## config.mk

```make
export PLATFORM = sky130hd
export DESIGN_NAME = debounced_press_count_pulser
export DESIGN_NICKNAME = d
export VERILOG_FILES = /design/src/hdl/dpcp_pkg.sv /design/src/hdl/dpcp_debounce.sv /design/src/hdl/dpcp_press.sv /design/src/hdl/debounced_press_count_pulser.sv
export SDC_FILE = /design/constraint.sdc
export NUM_CORES = 1
export LEC_CHECK = 0
export ABC_AREA = 1
export BUFFER_PORTS_ARGS = -buffer_cell sky130_fd_sc_hd__buf_4
export CAP_MARGIN = 5
export CORE_MARGIN = 4
export CORE_UTILIZATION = 42
export CTS_CLUSTER_DIAMETER = 40
export DETAILED_ROUTE_END_ITERATION = 10
export GPL_TIMING_DRIVEN = 0
export PLACE_DENSITY = 0.67
export SYNTH_ARGS = -nofsm -noshare
export SYNTH_HDL_FRONTEND = slang
export SYNTH_HIERARCHICAL = 1
export SYNTH_SLANG_ARGS = --single-unit
```

## constraint.sdc

```tcl
create_clock -name clk -period 4.3 [get_ports clk]
set_clock_uncertainty 0.2 [all_clocks]
set_input_delay 0.215 -clock clk [delete_from_list [all_inputs] [get_ports clk]]
set_output_delay 0.215 -clock clk [all_outputs]
set_load 0.005 [all_outputs]
```

## src/hdl/dpcp_pkg.sv

```systemverilog
`timescale 1ns / 1ps
// ----------------------------------------------------------------------------
// dpcp_pkg
// Shared types and constants for the debounced press count pulser.
// ----------------------------------------------------------------------------
package dpcp_pkg;

    localparam int CFG_W        = 16;
    localparam int CFG_INDEX_W  = 2;
    localparam int COUNT_W      = 8;
    localparam int TIMER_W      = 16;

    typedef logic [CFG_INDEX_W-1:0] cfg_index_t;
    typedef logic [CFG_W-1:0]       cfg_word_t;
    typedef logic [COUNT_W-1:0]     count_t;
    typedef logic [TIMER_W-1:0]     timer_t;
    typedef logic [1:0]             press_code_t;

    localparam cfg_index_t REG_WINDOW_TICKS     = 2'd0;
    localparam cfg_index_t REG_HOLD_TICKS_LONG  = 2'd1;
    localparam cfg_index_t REG_HOLD_TICKS_SHORT = 2'd2;

    localparam cfg_word_t RESET_WINDOW_TICKS     = 16'd500;
    localparam cfg_word_t RESET_HOLD_TICKS_LONG  = 16'd500;
    localparam cfg_word_t RESET_HOLD_TICKS_SHORT = 16'd250;

    localparam press_code_t CODE_NONE  = 2'd0;
    localparam press_code_t CODE_TWO   = 2'd1;
    localparam press_code_t CODE_THREE = 2'd2;
    localparam press_code_t CODE_FOUR  = 2'd3;

    localparam count_t COUNT_MAX   = 8'hFF;
    localparam count_t COUNT_TWO   = 8'd2;
    localparam count_t COUNT_FOUR  = 8'd4;
    localparam timer_t TIMER_MAX   = 16'hFFFF;

    typedef struct packed {
        cfg_word_t window_ticks;
        cfg_word_t hold_ticks_long;
        cfg_word_t hold_ticks_short;
    } cfg_t;

    typedef struct packed {
        logic        holding;
        press_code_t shown;
    } press_status_t;

endpackage

```

## src/hdl/dpcp_debounce.sv

```systemverilog
`timescale 1ns / 1ps
// ----------------------------------------------------------------------------
// dpcp_debounce
// Shift-register debouncer: clean level follows a run of equal samples.
// ----------------------------------------------------------------------------
module dpcp_debounce #(
    parameter int DEBOUNCE_SAMPLES = 8
) (
    input  logic clk,
    input  logic rst_n,
    input  logic step,
    input  logic raw_level,
    output logic clean_level,
    output logic clean_next
);

    logic [DEBOUNCE_SAMPLES-1:0] history_reg;
    logic [DEBOUNCE_SAMPLES-1:0] history_next;
    logic                        clean_reg;

    always_comb
    begin
        history_next = {history_reg[DEBOUNCE_SAMPLES-2:0], raw_level};
        if (&history_next)
        begin
            clean_next = 1'b1;
        end
        else if (~|history_next)
        begin
            clean_next = 1'b0;
        end
        else
        begin
            clean_next = clean_reg;
        end
    end

    always_ff @(posedge clk or negedge rst_n)
    begin
        if (!rst_n)
        begin
            history_reg <= '0;
            clean_reg   <= 1'b0;
        end
        else if (step)
        begin
            history_reg <= history_next;
            clean_reg   <= clean_next;
        end
    end

    assign clean_level = clean_reg;

endmodule

```

## src/hdl/dpcp_press.sv

```systemverilog
`timescale 1ns / 1ps
// ----------------------------------------------------------------------------
// dpcp_press
// Edge counter, window timer and pulse hold for one tick per beat.
// ----------------------------------------------------------------------------
module dpcp_press (
    input  logic                   clk,
    input  logic                   rst_n,
    input  logic                   step,
    input  logic                   rise,
    input  dpcp_pkg::cfg_t         cfg,
    output dpcp_pkg::press_status_t status
);

    dpcp_pkg::count_t      count_reg,  count_next,  count_mid;
    dpcp_pkg::timer_t      timer_reg,  timer_next,  timer_mid;
    dpcp_pkg::timer_t      hold_reg,   hold_next;
    dpcp_pkg::press_code_t active_reg, active_next;
    dpcp_pkg::press_code_t shown;
    dpcp_pkg::cfg_word_t   hold_len;
    dpcp_pkg::timer_t      hold_left;

    always_comb
    begin
        count_next  = count_reg;
        timer_next  = timer_reg;
        hold_next   = hold_reg;
        active_next = active_reg;
        shown       = dpcp_pkg::CODE_NONE;
        count_mid   = count_reg;
        timer_mid   = timer_reg;
        hold_len    = cfg.hold_ticks_long;
        hold_left   = hold_len - 16'd1;

        if (hold_reg != '0)
        begin
            shown     = active_reg;
            hold_next = hold_reg - 16'd1;
            if (hold_next == '0)
            begin
                active_next = dpcp_pkg::CODE_NONE;
            end
        end
        else
        begin
            if (rise)
            begin
                if (count_reg != dpcp_pkg::COUNT_MAX)
                begin
                    count_mid = count_reg + 8'd1;
                end
                timer_mid = '0;
            end
            if (count_mid != '0 && timer_mid != dpcp_pkg::TIMER_MAX)
            begin
                timer_mid = timer_mid + 16'd1;
            end

            count_next = count_mid;
            timer_next = timer_mid;

            if (timer_mid >= cfg.window_ticks)
            begin
                if (count_mid == dpcp_pkg::COUNT_FOUR)
                begin
                    hold_len = cfg.hold_ticks_short;
                end
                hold_left = hold_len - 16'd1;
                if (count_mid >= dpcp_pkg::COUNT_TWO && count_mid <= dpcp_pkg::COUNT_FOUR
                    && hold_len != '0)
                begin
                    shown       = dpcp_pkg::press_code_t'(count_mid - 8'd1);
                    hold_next   = hold_left;
                    active_next = (hold_left != '0) ? shown : dpcp_pkg::CODE_NONE;
                end
                count_next = '0;
                timer_next = '0;
            end
        end
    end

    always_ff @(posedge clk or negedge rst_n)
    begin
        if (!rst_n)
        begin
            count_reg  <= '0;
            timer_reg  <= '0;
            hold_reg   <= '0;
            active_reg <= dpcp_pkg::CODE_NONE;
        end
        else if (step)
        begin
            count_reg  <= count_next;
            timer_reg  <= timer_next;
            hold_reg   <= hold_next;
            active_reg <= active_next;
        end
    end

    assign status.holding = (hold_reg != '0);
    assign status.shown   = shown;

endmodule

```

## src/hdl/debounced_press_count_pulser.sv

```systemverilog
`timescale 1ns / 1ps
// ----------------------------------------------------------------------------
// debounced_press_count_pulser
// Debounces a sampled pin, counts presses in a window and pulses an output.
// ----------------------------------------------------------------------------
// Usage:
//   Each input beat (in_valid/in_stall, raw_level) is one tick of the pin.
//   Each accepted beat yields exactly one output beat (out_valid/out_stall)
//   carrying out_two_press, out_three_press and out_four_press.
//   The result of a beat accepted at one edge is presented from the next
//   edge on. Throughput is one beat per cycle while the receiver does not
//   stall; the whole tick update is a single combinational pass into the
//   state and the output register.
//   While the receiver stalls with a result pending, in_stall is raised and
//   the held result stays unchanged; once it is taken, a new beat may be
//   accepted in the same cycle.
//   Configuration is written through cfg_we/cfg_index/cfg_data while idle;
//   index 3 is ignored.
//   Reset clears the debouncer, counter, timer and hold, empties the output
//   register and loads window 500, long hold 500 and short hold 250 ticks.
// ----------------------------------------------------------------------------
module debounced_press_count_pulser #(
    parameter int DEBOUNCE_SAMPLES = 8
) (
    input  logic                         clk,
    input  logic                         rst_n,
    input  logic                         in_valid,
    output logic                         in_stall,
    input  logic                         raw_level,
    output logic                         out_valid,
    input  logic                         out_stall,
    output logic                         out_two_press,
    output logic                         out_three_press,
    output logic                         out_four_press,
    input  logic                         cfg_we,
    input  dpcp_pkg::cfg_index_t         cfg_index,
    input  dpcp_pkg::cfg_word_t          cfg_data
);

    dpcp_pkg::cfg_t          cfg_reg;
    dpcp_pkg::press_status_t status;
    dpcp_pkg::press_code_t   code_reg;
    logic                    out_valid_reg;
    logic                    accept;
    logic                    step;
    logic                    clean_level;
    logic                    clean_next;
    logic                    rise;

    assign in_stall = out_valid_reg && out_stall;
    assign accept   = in_valid && !in_stall;
    assign step     = accept && !status.holding;
    assign rise     = !clean_level && clean_next;

    always_ff @(posedge clk or negedge rst_n)
    begin
        if (!rst_n)
        begin
            cfg_reg.window_ticks     <= dpcp_pkg::RESET_WINDOW_TICKS;
            cfg_reg.hold_ticks_long  <= dpcp_pkg::RESET_HOLD_TICKS_LONG;
            cfg_reg.hold_ticks_short <= dpcp_pkg::RESET_HOLD_TICKS_SHORT;
        end
        else if (cfg_we)
        begin
            case (cfg_index)
                dpcp_pkg::REG_WINDOW_TICKS:     cfg_reg.window_ticks     <= cfg_data;
                dpcp_pkg::REG_HOLD_TICKS_LONG:  cfg_reg.hold_ticks_long  <= cfg_data;
                dpcp_pkg::REG_HOLD_TICKS_SHORT: cfg_reg.hold_ticks_short <= cfg_data;
                default: ;
            endcase
        end
    end

    dpcp_debounce #(
        .DEBOUNCE_SAMPLES(DEBOUNCE_SAMPLES)
    ) u_debounce (
        .clk        (clk),
        .rst_n      (rst_n),
        .step       (step),
        .raw_level  (raw_level),
        .clean_level(clean_level),
        .clean_next (clean_next)
    );

    dpcp_press u_press (
        .clk   (clk),
        .rst_n (rst_n),
        .step  (accept),
        .rise  (rise),
        .cfg   (cfg_reg),
        .status(status)
    );

    always_ff @(posedge clk or negedge rst_n)
    begin
        if (!rst_n)
        begin
            out_valid_reg <= 1'b0;
        end
        else if (accept)
        begin
            out_valid_reg <= 1'b1;
        end
        else if (!out_stall)
        begin
            out_valid_reg <= 1'b0;
        end
    end

    always_ff @(posedge clk)
    begin
        if (accept)
        begin
            code_reg <= status.shown;
        end
    end

    assign out_valid       = out_valid_reg;
    assign out_two_press   = out_valid_reg && (code_reg == dpcp_pkg::CODE_TWO);
    assign out_three_press = out_valid_reg && (code_reg == dpcp_pkg::CODE_THREE);
    assign out_four_press  = out_valid_reg && (code_reg == dpcp_pkg::CODE_FOUR);

    a_one_output: assert property (@(posedge clk) disable iff (!rst_n)
        $onehot0({out_two_press, out_three_press, out_four_press}))
        else $error("more than one press output high");

    a_accept_gives_beat: assert property (@(posedge clk) disable iff (!rst_n)
        accept |=> out_valid)
        else $error("accepted beat produced no result");

    a_frozen_debounce: assert property (@(posedge clk) disable iff (!rst_n)
        (!accept || status.holding) |=> $stable(clean_level))
        else $error("debouncer moved without a sampled tick");

endmodule

```

==> results of run 1 <==
layer usage:
metal,up-vias,GRT usage,part of all wire
met1,3018,0.287,0.48
met5,-,0,0
met4,0,0.0704,0.021
met2,132,0.323,0.47
met3,26,0.0314,0.034
li1,3277,-,-
cells in the final DEF (no fill, tap or decap), drive strengths merged:
master	count
nand2	308
inv	134
nor2	91
buf	88
dfrtp	81
nand3	73
nand4	47
o21ai	44
xor2	26
dlygate4sd3	24
ha	20
o22ai	20
dfstp	18
a21oi	15
clkbuf	15
nor3	14
nand3b	9
nor4	7
xnor2	4
a31oi	3
and2	3
clkinv	3
edfxtp	2
or2	1
o2111ai	1
nor3b	1
o211ai	1
o21a	1
a22oi	1
cells in the mapped netlist, types with 4 or more instances:
master | n | area (um2)
xnor2_1 | 4 | 35.0
nand3_2 | 5 | 50.1
ha_1 | 20 | 250
nor2_4 | 8 | 90.1
nand4_1 | 47 | 294
nand3b_1 | 9 | 67.6
o22ai_1 | 20 | 125
nand2_1 | 276 | 1040
o21ai_0 | 25 | 125
dfstp_2 | 18 | 473
nand2_2 | 25 | 156
o21ai_2 | 13 | 114
nor3_1 | 13 | 65.1
buf_4 | 5 | 37.5
buf_2 | 10 | 50.1
nor2_1 | 74 | 278
nand3_1 | 65 | 325
nor4_1 | 7 | 43.8
nor2_2 | 6 | 37.5
a21oi_1 | 14 | 70.1
buf_6 | 11 | 124
o21ai_1 | 6 | 30.0
inv_1 | 127 | 477
dfrtp_1 | 81 | 2030
xor2_1 | 26 | 228
nand2_4 | 7 | 78.8
clkbuf_1 | 5 | 18.8
area by class of cell:
class	instances	area [um2]	area share
Buffer	30	265	0.0301
Sequential cell	101	2560	0.291
Multi-Input combinational cell	690	4120	0.468
Tap cell	216	270	0.0307
Inverter	132	515	0.0586
Timing Repair Buffer	86	776	0.0881
Clock inverter	5	40.0	0.00455
Clock buffer	11	253	0.0287
worst max-delay path by stage:
stage	end	startpoint	slack [ps]	cells after the start
global placement	u_press/timer_reg[0]$_DFFE_PN0P_	u_debounce/history_reg[3]$_DFFE_PN0P_	-710	29
floorplan	u_press/hold_reg[12]$_DFFE_PN0P_	u_debounce/history_reg[0]$_DFFE_PN0P_	9	34
detailed placement	u_press/timer_reg[7]$_DFFE_PN0P_	u_debounce/history_reg[3]$_DFFE_PN0P_	-780	31
finish	u_press/hold_reg[12]$_DFFE_PN0P_	u_debounce/history_reg[3]$_DFFE_PN0P_	-400	33
global route	u_press/hold_reg[12]$_DFFE_PN0P_	u_debounce/history_reg[3]$_DFFE_PN0P_	-780	33
CTS	u_press/hold_reg[12]$_DFFE_PN0P_	u_debounce/history_reg[3]$_DFFE_PN0P_	-240	32
timing repair:
item | 4_1_cts | 5_1_grt
pin swaps | 25 | 27
endpoints found under the hold margin | 90 | 0
resized for setup | 51 | 54
setup endpoints to repair | 44 | 44
gates cloned | 3 | 0
buffers inserted | 22 | 15
hold buffers | 24 | 0
through the flow:
step	hold slack (ps)	utilization	instances
final	21.1	0.546	1271
after CTS	7.09	0.527	1258
after floorplan	-281	-	954
after global routing	40.5	0.546	1271
after detailed placement	239	0.468	1195
after global placement	229	0.468	1195
cell families after synthesis:
kind of cell | count (synthesis) | share of synthesized area
AOI/OAI and AO/OA | 86 | 0.0757
xor gates and xnor gates | 30 | 0.0375
adders and majority gates | 20 | 0.0357
buffers and inverters | 163 | 0.104
DFF | 101 | 0.365
and+or+nand+nor | 554 | 0.382
worst reg2reg max path, delay by kind of cell, from the launching register on:
family | cells | cell delay (ps)
AOI/OAI and AO/OA | 2 | 270
xor gates and xnor gates | 1 | 240
adders and majority gates | 1 | 280
buffers and inverters | 9 | 880
DFF | 1 | 390
and+or+nand+nor | 20 | 2360
power by group through the flow:
stage | sequential [mW] | combinational [mW] | clock (mW)
after floorplan | 1.41 | 1.47 | 0
after global placement | 1.46 | 1.78 | 0
after detailed placement | 1.47 | 1.82 | 0
after CTS | 1.45 | 1.99 | 0.837
after global routing | 1.50 | 2.47 | 0.870
final | 1.46 | 2.18 | 0.817
==> impl_results.md, run 1 <==
- R2R setup slack: -400 ps
- Mapped Avg Cell Area: 7.35 um2
- Post-Syn Nets: 998
- I/O pins: 29
- Placeable Area: 16,100 um2
- Register area share after synthesis: 0.365
- Chip width: 137 um
- Total track usage: 0.205
- Max-cap viol count: 0
- Max reg flops: 48
- Die height: approximately 140 um
- FF-to-FF End: u_press/hold_reg[12]$_DFFE_PN0P_
- Pre-CTS setup slack: -775 ps
- DRC Markers: 0
- Remaining global-route overflow: 0
- Drt total wl: roughly 18,000 um
- CP max stage cell: dfrtp_1
- Fin. max-slew vios: 0
- Pre-Repair DR Iteration Count: 5
- Area delta synth->final: 25.5%
- Dpl cell area: between 7000 and 8000 um2
- Number of cells on the worst hold path: 4
- Largest net degree at the start of global routing: 100
- WL/cell: 14.4 um
- Design Area, Final: ~8800 um2
- Initial core utilization: 0.435
- Die area: about 19,000 um2
- Initial antenna violation count: 0
- TritonCTS Buffers: 9
- FFs w/ async S/R, synth: 0.980
- Switch Pwr: 1.92 mW
- Synth Flop Type: dfrtp_1
- Post-route setup TNS: -10,800 ps
- Initial DRC Count: slightly below 400
- Ys Warns: 6
- Total power: 4.45 mW
- DRT antenna net count: 0
- Layout cells sized above 1: 0.253
- Clock Tree Root: clkbuf_16
- Mapped Area: roughly 7000 um2
- Worst setup SP type: register
- Htree depth: 3
- Via total after detailed routing: 6,453
- Nets: approximately 1,100
- Worst Setup End Kind: register
- Failing checks: negative setup slack
- CP bufs+invs: 9
- Slew HR: 0.258
- Reg2reg start: u_debounce/history_reg[3]$_DFFE_PN0P_
- First-pass GRT wire length: 30,600 um
- Final setup vio count: 44
- Cells after Synth: between 900 and 1,000
- Max clock buf depth: 2
- Number of buffers added on ports: 25
- Worst hold path endpoint: cfg_reg[36]$_DFFE_PN1P_
- F_max: 213 MHz
- Skew-Pair Late Insertion Delay: 360 ps
- Post-detail-place hpwl: 12,900 um
- Most used cell, CP: nand2_2
- Synth unique cells: 43
- Number of global-route vias before repair: 6,165
- R2r worst-path depth: 33
- Power density cells: 506 nW/um2
- Synthesis-stage register bit count: 101
- Vias per cell: 5.08
- Final Critical Period: roughly 4700 ps
- P_leak: 4.37 nW
- CTS clk-pin slew, worst paths: 70 ps
- Max VDD drop: 0.000290 V
- Post-synth EDFFs: 2
- Crit path kind: register to register
- Critical Path RT: 4390 ps
- Min-delay src: cfg_we
- # fillers: 1,492
- Maximum fanout along the worst path: 7
- Slew of the pin with the lowest slew margin: 1100 ps
- CTS tree: built
- CTS Sinks: 101
- GP Congestion: 0.895
- Internal power: roughly 2.5 mW
- RSZ-0062 raised after global routing: yes
- Crit-path max cell delay: 390 ps
- Crit path arrival time: 4790 ps
- Row cnt: 46
- Clock Power Share: 0.183
- Flop pwr share: 0.328
- Final hold vios: 0
- Final worst setup slack: -400 ps
- Sw frac: 0.431
- Worst path top cell family by delay: simple AND/OR/NAND/NOR gates
- Combinational share of power: 0.489
- Outcome: finished, violations left
- Min-Delay Path Class: primary input to register
- Diode count: 0
- Final period utilization: 1.09
Power figures use the tool's default switching activity.
==> inputs of run 2 (changes only) <==
--- a/config.mk
+++ b/config.mk
@@ -5,7 +5,6 @@
 export SDC_FILE = /design/constraint.sdc
 export NUM_CORES = 1
 export LEC_CHECK = 0
-export ABC_AREA = 1
 export BUFFER_PORTS_ARGS = -buffer_cell sky130_fd_sc_hd__buf_4
 export CAP_MARGIN = 5
 export CORE_MARGIN = 4
==> run 2 against run 1 <==
  * The flow still finishes with violations (negative setup slack)
  * Non-clock buffer count rose by 14
  * Global-route usage shrank 0.13 points
  * Count of clock-buffer cells in the layout fell by 2
  * Core utilization is 0.77 points higher
  * First-iteration DRC count is 17% higher
  * Largest cell class unchanged
  * Combinational power is 59% lower
  * Die area shrank 2.6%
  * Critical path depth down 11
  * Area after synthesis decreased by 2.8%
  * Largest power group is now registers
  * Via count fell by 9.1%
  * Sequential power is 7% lower
  * Hold slack improved by 19 ps
==> impl_results.md, run 2 <==
- DRT antenna net count: 0 (unchanged)
- Commonest cells after routing, fill and taps aside: dfrtp_1, buf_4, mux2_2, nand2_1, nor2_1 (was nand2_1, inv_1, dfrtp_1, nor2_1, nand3_1)
- Post-detail-place hpwl: 12,200 um (was 12,900 um)
- Most instantiated cells after synthesis: dfrtp_1, mux2_2, nand2_1, nor2_1, a21oi_1 (was nand2_1, inv_1, dfrtp_1, nor2_1, nand3_1)
- Post-synth EDFFs: 2 (unchanged)
- Routed length on met2: 9110 um (was 8540 um)
- Diode count: 0 (unchanged)
- Wire length on met1: 7830 um (was 8740 um)
- Total power: 3.11 mW (was 4.45 mW)
- Simple-Gate Fraction of Synth Area: 0.222 (was 0.382)
- Drt total wl: 18,300 um (about the same)
- Largest net degree at the start of global routing: 100 (unchanged)
- Initial antenna violation count: 0 (unchanged)
- Commonest non-fill, non-tap cell in the layout: dfrtp_1 (was nand2_1)
- Nets: 840 (was 1,094)
- Initial DRC Count: 463 (was 396)
- Area delta synth->final: 29.1% (was 25.5%)
- Slew of the pin with the lowest slew margin: 911 ps (was 1100 ps)
- Register area share after synthesis: 0.376 (was 0.365)
- Max reg flops: 48 (unchanged)
- Remaining global-route overflow: 0 (unchanged)
- Die height: 135 um (was 137 um)
- FFs w/ async S/R, synth: 0.980 (unchanged)
- Top sig layer: met4 (unchanged)
- Largest family of logic cells by synthesized area: simple AND/OR/NAND/NOR gates (unchanged)
- Synth Flop Type: dfrtp_1 (unchanged)
- Layout cells sized above 1: 0.388 (was 0.253)
- Final worst setup slack: -740 ps (was -400 ps)
- Min-Delay Path Class: primary input to register (unchanged)
- DR WL met3: 922 um (was 618 um)
- CTS clk-pin slew, worst paths: 80 ps (was 70 ps)
- Number of global-route vias before repair: 5,853 (was 6,165)
- Crit path arrival time: 5080 ps (was 4790 ps)
- Power density cells: 354 nW/um2 (was 506 nW/um2)
- Failing checks: negative setup slack (unchanged)
- Fin. max-slew vios: 0 (unchanged)
- CTS Sinks: 101 (unchanged)
- Worst Setup End Kind: register (unchanged)
- Final period utilization: 1.17 (was 1.09)
- Worst path top cell family by delay: simple AND/OR/NAND/NOR gates (unchanged)
- GP Congestion: 0.924 (was 0.895)
- WL/cell: 18.0 um (was 14.4 um)
- First-pass GRT wire length: 29,800 um (was 30,600 um)
- CP max stage cell: o41ai_4 (was dfrtp_1)
- Row cnt: 46 (unchanged)
- Max clock buf depth: 2 (unchanged)
- Mapped Avg Cell Area: 10.0 um2 (was 7.35 um2)
- CTS tree: built (unchanged)
- RSZ-0062 raised after global routing: yes (unchanged)
- XOR/XNOR Fraction of Synth Area: 0.0514 (was 0.0375)
- Max-cap viol count: 0 (unchanged)
- Critical Path RT: 4340 ps (was 4390 ps)
- Maximum fanout along the worst path: 6 (was 7)
- Crit path kind: register to register (unchanged)
- Synth area leaders: dfrtp_1, mux2_2, dfstp_2 (was dfrtp_1, nand2_1, inv_1)
- Ys Warns: 6 (unchanged)
- I/O pins: 29 (unchanged)
- Synth Area in Compound Gates: 0.134 (was 0.0757)
- Via total after detailed routing: 5,867 (was 6,453)
- Top-count cell post-synth: dfrtp_1 (was nand2_1)
- Synthesis-stage register bit count: 101 (unchanged)
- Skew-Pair Late Insertion Delay: 360 ps (about the same)
- Final Critical Period: 5040 ps (was 4700 ps)
- Pre-Repair DR Iteration Count: 5 (unchanged)
- Yosys top cell by area: dfrtp_1 (unchanged)
- P_leak: 3.78 nW (was 4.37 nW)
- Outcome: finished, violations left (unchanged)
- Number of buffers added on ports: 28 (was 25)
- Final hold vios: 0 (unchanged)
- Post-synthesis mux area share: 0.139 (was 0)
- Initial core utilization: 0.429 (was 0.435)
- Chip width: 135 um (was 137 um)
- Post-Syn Nets: 725 (was 998)
- Crit-path max cell delay: 500 ps (was 390 ps)
- F_max: 198 MHz (was 213 MHz)
- Max VDD drop: 0.000299 V (was 0.000290 V)
- Worst path cell trace: buf_6 -> nor4_4 -> nand2_1 -> a21o_1 -> nor2b_4 -> buf_4 -> nor2b_4 -> ha_4 -> and3_4 -> nand3_4 -> buf_6 -> and4bb_2 -> xnor2_2 -> nor2_1 -> ha_1 -> and4_4 -> nand2_4 -> o41ai_4 -> buf_4 -> a31oi_4 -> nor4b_2 -> mux2_2
- Htree depth: 3 (unchanged)
- Cells after Synth: 681 (was 954)
- Worst setup SP type: register (unchanged)
- Synth unique cells: 92 (was 43)
- Final setup vio count: 44 (unchanged)
- TritonCTS Buffers: 9 (unchanged)
- Slew HR: 0.384 (was 0.258)
- Clock Tree Root: clkbuf_16 (unchanged)
- Post-synth top area share: 0.297 (was 0.289)
- Vias per cell: 5.77 (was 5.08)
- Dpl cell area: 7380 um2 (was 7540 um2)
- Total track usage: 0.203 (was 0.205)
- Design Area, Final: 8800 um2 (about the same)
- Placeable Area: 15,900 um2 (was 16,100 um2)
- DRC Markers: 0 (unchanged)
- Mapped Area: 6820 um2 (was 7010 um2)
- CP bufs+invs: 4 (was 9)
- Adder-Cell Fraction of Synth Area: 0.0367 (was 0.0357)
- Die area: 18,300 um2 (was 18,800 um2)
==> run 2: cell types whose count changed after synthesis, moves of 25 or more <==
cell / previous run / this run
inv_1: 127 / 29
nand3_1: 65 / 21
mux2_2: 0 / 59
nand2_2: 25 / 0
nand2_1: 276 / 54
nand4_1: 47 / 10
nor2_1: 74 / 49
==> run 2: tightest hold or removal path: cells and delay by family <==
kind,cells,cell delay [ps]
and+or+nand+nor,2,110
buffers and inverters,1,110
AOI/OAI and AO/OA,1,130
==> run 2: layout make-up <==
type | instances | area, um2
Fill cell | 1374 | 7090
Multi-Input combinational cell | 524 | 4450
Sequential cell | 101 | 2560
Timing Repair Buffer | 106 | 906
Tap cell | 216 | 270
Clock buffer | 9 | 225
Buffer | 24 | 181
Inverter | 30 | 113
Clock inverter | 7 | 88.8
==> run 2: final timing paths <==
path / from / endpoint / slack, ps / cells past startpoint
worst max-delay path: u_debounce/history_reg[3]$_DFFE_PN0P_ / u_press/hold_reg[8]$_DFFE_PN0P_ / -740 / 22
worst min-delay path: raw_level / u_debounce/clean_level$_DFFE_PN0P_ / 40 / 4
worst max register to register: u_debounce/history_reg[3]$_DFFE_PN0P_ / u_press/hold_reg[8]$_DFFE_PN0P_ / -740 / 22
worst min register to register: u_press/hold_reg[14]$_DFFE_PN0P_ / u_press/hold_reg[14]$_DFFE_PN0P_ / 310 / 1
max in group asynchronous: rst_n / u_press/hold_reg[11]$_DFFE_PN0P_ / 2960 / 2
min in group asynchronous: rst_n / cfg_reg[47]$_DFFE_PN0P_ / 330 / 2
==> run 2: power breakdown <==
group / leakage, nW / total [mW] / switching, mW / internal [mW]
clock: 0.153 / 0.853 / 0.430 / 0.423
sequential: 1.21 / 1.36 / 0.223 / 1.14
combinational: 2.41 / 0.896 / 0.443 / 0.453
total: 3.78 / 3.11 / 1.10 / 2.01
==> run 2: what timing repair did <==
item	in CTS	in global routing
endpoints found under the hold margin	106	0
cloned	1	0
setup endpoints to repair	44	44
pin swaps	48	21
gates resized for setup	74	28
setup buffers	37	20
hold buffers	20	0
==> run 2: metrics by stage <==
step                      setup WS, ps  TNS, ps   util  instances  hold WS (ps)
final                             -740   -27010  0.554       1017          40.4
after global routing              -964   -35140  0.554       1017          47.1
after CTS                         -571   -17650  0.536        998          25.8
after detailed placement         -1050   -35740  0.465        925           230
after global placement            -960   -31080  0.465        925           223
after floorplan                   -233    -1240      -        681          -281
==> run 2: kinds of logic (layout without fill, tap and decap cells) <==
| kind of cell | count (synthesis) | after routing |
|---|---|---|
| mux | 85 | 85 |
| buf+inv | 56 | 176 |
| xor+xnor | 40 | 40 |
| fa+ha+maj | 20 | 20 |
| compound gates | 129 | 129 |
| simple gates | 250 | 250 |
| flops | 101 | 101 |
==> run 2: layer usage <==
metal | global-route usage | vias to the layer above
li1 | - | 2740
met1 | 0.262 | 2875
met2 | 0.344 | 202
met3 | 0.0334 | 50
met4 | 0.0767 | 0
met5 | 0 | -
==> inputs of run 3 (changes only) <==
--- a/config.mk
+++ b/config.mk
@@ -8,11 +8,12 @@
 export BUFFER_PORTS_ARGS = -buffer_cell sky130_fd_sc_hd__buf_4
 export CAP_MARGIN = 5
 export CORE_MARGIN = 4
-export CORE_UTILIZATION = 42
+export CORE_UTILIZATION = 45
 export CTS_CLUSTER_DIAMETER = 40
 export DETAILED_ROUTE_END_ITERATION = 10
 export GPL_TIMING_DRIVEN = 0
-export PLACE_DENSITY = 0.67
+export MAX_ROUTING_LAYER = met4
+export PLACE_DENSITY = 0.71
 export SYNTH_ARGS = -nofsm -noshare
 export SYNTH_HDL_FRONTEND = slang
 export SYNTH_HIERARCHICAL = 1
==> run 3 against run 2 <==
  * The run still ends with negative setup slack left
  * Non-clock buffer count down 2
  * Largest power group unchanged
  * Setup slack got worse by 17 ps
  * Core utilization is 3.8 points higher
  * Count of clock-buffer cells in the layout did not move
  * Largest cell class unchanged
==> impl_results.md, run 3 (synthesized netlist as in run 2, its figures left out) <==
- Maximum fanout along the worst path: 6 (unchanged)
- P_leak: 3.73 nW (was 3.78 nW)
- Layout cells sized above 1: 0.390 (was 0.388)
- Fin. max-slew vios: 0 (unchanged)
- Via total after detailed routing: 5,851 (was 5,867)
- CTS tree: built (unchanged)
- GP Congestion: 0.946 (was 0.924)
- # fillers: 1,154 (was 1,374)
- I/O pins: 29 (unchanged)
- CTS clk-pin slew, worst paths: 80 ps (about the same)
- Total track usage: 0.226 (was 0.203)
- CTS Sinks: 101 (unchanged)
- Commonest cells after routing, fill and taps aside: dfrtp_1, buf_4, mux2_2, nand2_1, nor2_1 (unchanged)
- Crit path kind: register to register (unchanged)
- WHS: 33.8 ps (was 40.4 ps)
- TritonCTS Buffers: 9 (unchanged)
- Min-Delay Path Class: primary input to register (unchanged)
- Max-cap viol count: 0 (unchanged)
- DRC Markers: 0 (unchanged)
- DRT antenna net count: 0 (unchanged)
- Dpl cell area: 7340 um2 (was 7380 um2)
- Initial antenna violation count: 0 (unchanged)
- Row cnt: 44 (was 46)
- Number of buffers added on ports: 28 (unchanged)
- Final worst setup slack: -757 ps (was -740 ps)
- Initial DRC Count: 486 (was 463)
- Final period utilization: 1.18 (was 1.17)
- F_max: 198 MHz (about the same)
- Remaining global-route overflow: 0 (unchanged)
- Finished Layout Cells: 983 (was 1,017)
- Htree depth: 3 (unchanged)
- Design Area, Final: 8700 um2 (was 8800 um2)
- Final setup vio count: 44 (unchanged)
- Chip width: 131 um (was 135 um)
- Max clock buf depth: 2 (unchanged)
- Max reg flops: 48 (unchanged)
- Skew-Pair Late Insertion Delay: 360 ps (about the same)
- Diode count: 0 (unchanged)
- Critical Path RT: 4340 ps (about the same)
- RSZ-0062 raised after global routing: yes (unchanged)
- Nets: 838 (was 840)
- Slew of the pin with the lowest slew margin: 926 ps (was 911 ps)
- Worst Setup End Kind: register (unchanged)
- Drt total wl: 18,600 um (was 18,300 um)
- Post-detail-place hpwl: 12,100 um (was 12,200 um)
- Slew HR: 0.374 (was 0.384)
- Crit path arrival time: 5100 ps (was 5080 ps)
- Placeable Area: 14,700 um2 (was 15,900 um2)
- Worst setup SP type: register (unchanged)
- First-pass GRT wire length: 29,600 um (was 29,800 um)
- Clock Tree Root: clkbuf_16 (unchanged)
- Power density cells: 358 nW/um2 (was 354 nW/um2)
- Vias per cell: 5.95 (was 5.77)
- Initial core utilization: 0.464 (was 0.429)
- Die height: 131 um (was 135 um)
- Max VDD drop: 0.000304 V (was 0.000299 V)
- Number of global-route vias before repair: 5,705 (was 5,853)
- Area delta synth->final: 27.7% (was 29.1%)
- Die area: 17,200 um2 (was 18,300 um2)
- Commonest non-fill, non-tap cell in the layout: dfrtp_1 (unchanged)
- Largest net degree at the start of global routing: 100 (unchanged)
- Final hold vios: 0 (unchanged)
- WL/cell: 18.9 um (was 18.0 um)
- Outcome: finished, violations left (unchanged)
- Failing checks: negative setup slack (unchanged)
- Final Critical Period: 5060 ps (was 5040 ps)
- Placed cell count: 893 (was 925)
- Pre-Repair DR Iteration Count: 5 (unchanged)
==> run 3: final timing paths <==
path,startpoint,slack [ps],cells past startpoint,to
worst min register to register,u_press/timer_reg[0]$_DFFE_PN0P_,290,2,u_press/timer_reg[0]$_DFFE_PN0P_
worst min-delay path,raw_level,30,4,u_debounce/clean_level$_DFFE_PN0P_
min in group asynchronous,rst_n,340,2,cfg_reg[19]$_DFFE_PN0P_
worst max register to register,u_debounce/history_reg[1]$_DFFE_PN0P_,-760,22,u_press/hold_reg[8]$_DFFE_PN0P_
max in group asynchronous,rst_n,2910,2,u_debounce/history_reg[5]$_DFFE_PN0P_
worst max-delay path,u_debounce/history_reg[1]$_DFFE_PN0P_,-760,22,u_press/hold_reg[8]$_DFFE_PN0P_
==> run 3: stage by stage <==
stage	utilization	setup TNS [ps]	setup WS, ps	power (mW)
after global routing	0.592	-38980	-1020	3.29
after global placement	0.499	-29660	-938	2.07
final	0.592	-26820	-757	3.12
after detailed placement	0.499	-32540	-984	2.11
after floorplan	-	-1240	-233	1.88
after CTS	0.570	-19140	-602	3.07
==> run 3: where the power goes <==
| group | internal, mW | switching, mW | total [mW] |
|---|---|---|---|
| logic | 0.462 | 0.456 | 0.918 |
| clock network | 0.414 | 0.420 | 0.834 |
| registers | 1.14 | 0.228 | 1.37 |
==> run 3: layout make-up <==
cell class / count / area [um2] / share of cell area
multi-input combinational: 524 / 4430 / 0.509
clock buffer: 9 / 225 / 0.0259
timing repair buffer: 103 / 880 / 0.101
inverter: 30 / 113 / 0.0129
tap: 184 / 230 / 0.0264
buffer: 25 / 186 / 0.0214
clock inverter: 7 / 77.6 / 0.00891
sequential: 101 / 2560 / 0.295
==> run 3: what timing repair did <==
action	CTS	global route
endpoints found under the hold margin	126	0
endpoints found under the setup margin	44	44
setup buffers	37	22
pin swaps	29	40
hold buffers	20	0
gates cloned	0	0
gates resized for setup	66	47
==> run 3: critical path: stages, from the launching register on <==
cell and delay, ps:
dfrtp_1 400, buf_6 130, nor4_4 290, nand2_1 80, a21o_1 160, nor2b_4 150
buf_4 140, nand4_1 130, o21bai_2 110, a211oi_4 280, nand4b_4 170, buf_6 170
and4bb_4 220, xnor2_2 170, nor2_1 70, ha_1 290, nand2_1 90, nor2_2 180
nand2_4 80, o41ai_4 580, a31oi_4 200, nor4b_2 260, mux2_2 360
==> run 3: routing by layer <==
layer	vias to the layer above	track usage	wire length [um]
met4	0	0.0690	434
met2	176	0.361	9310
met5	-	-	0
met1	2909	0.293	8130
met3	37	0.0421	694
li1	2729	-	-
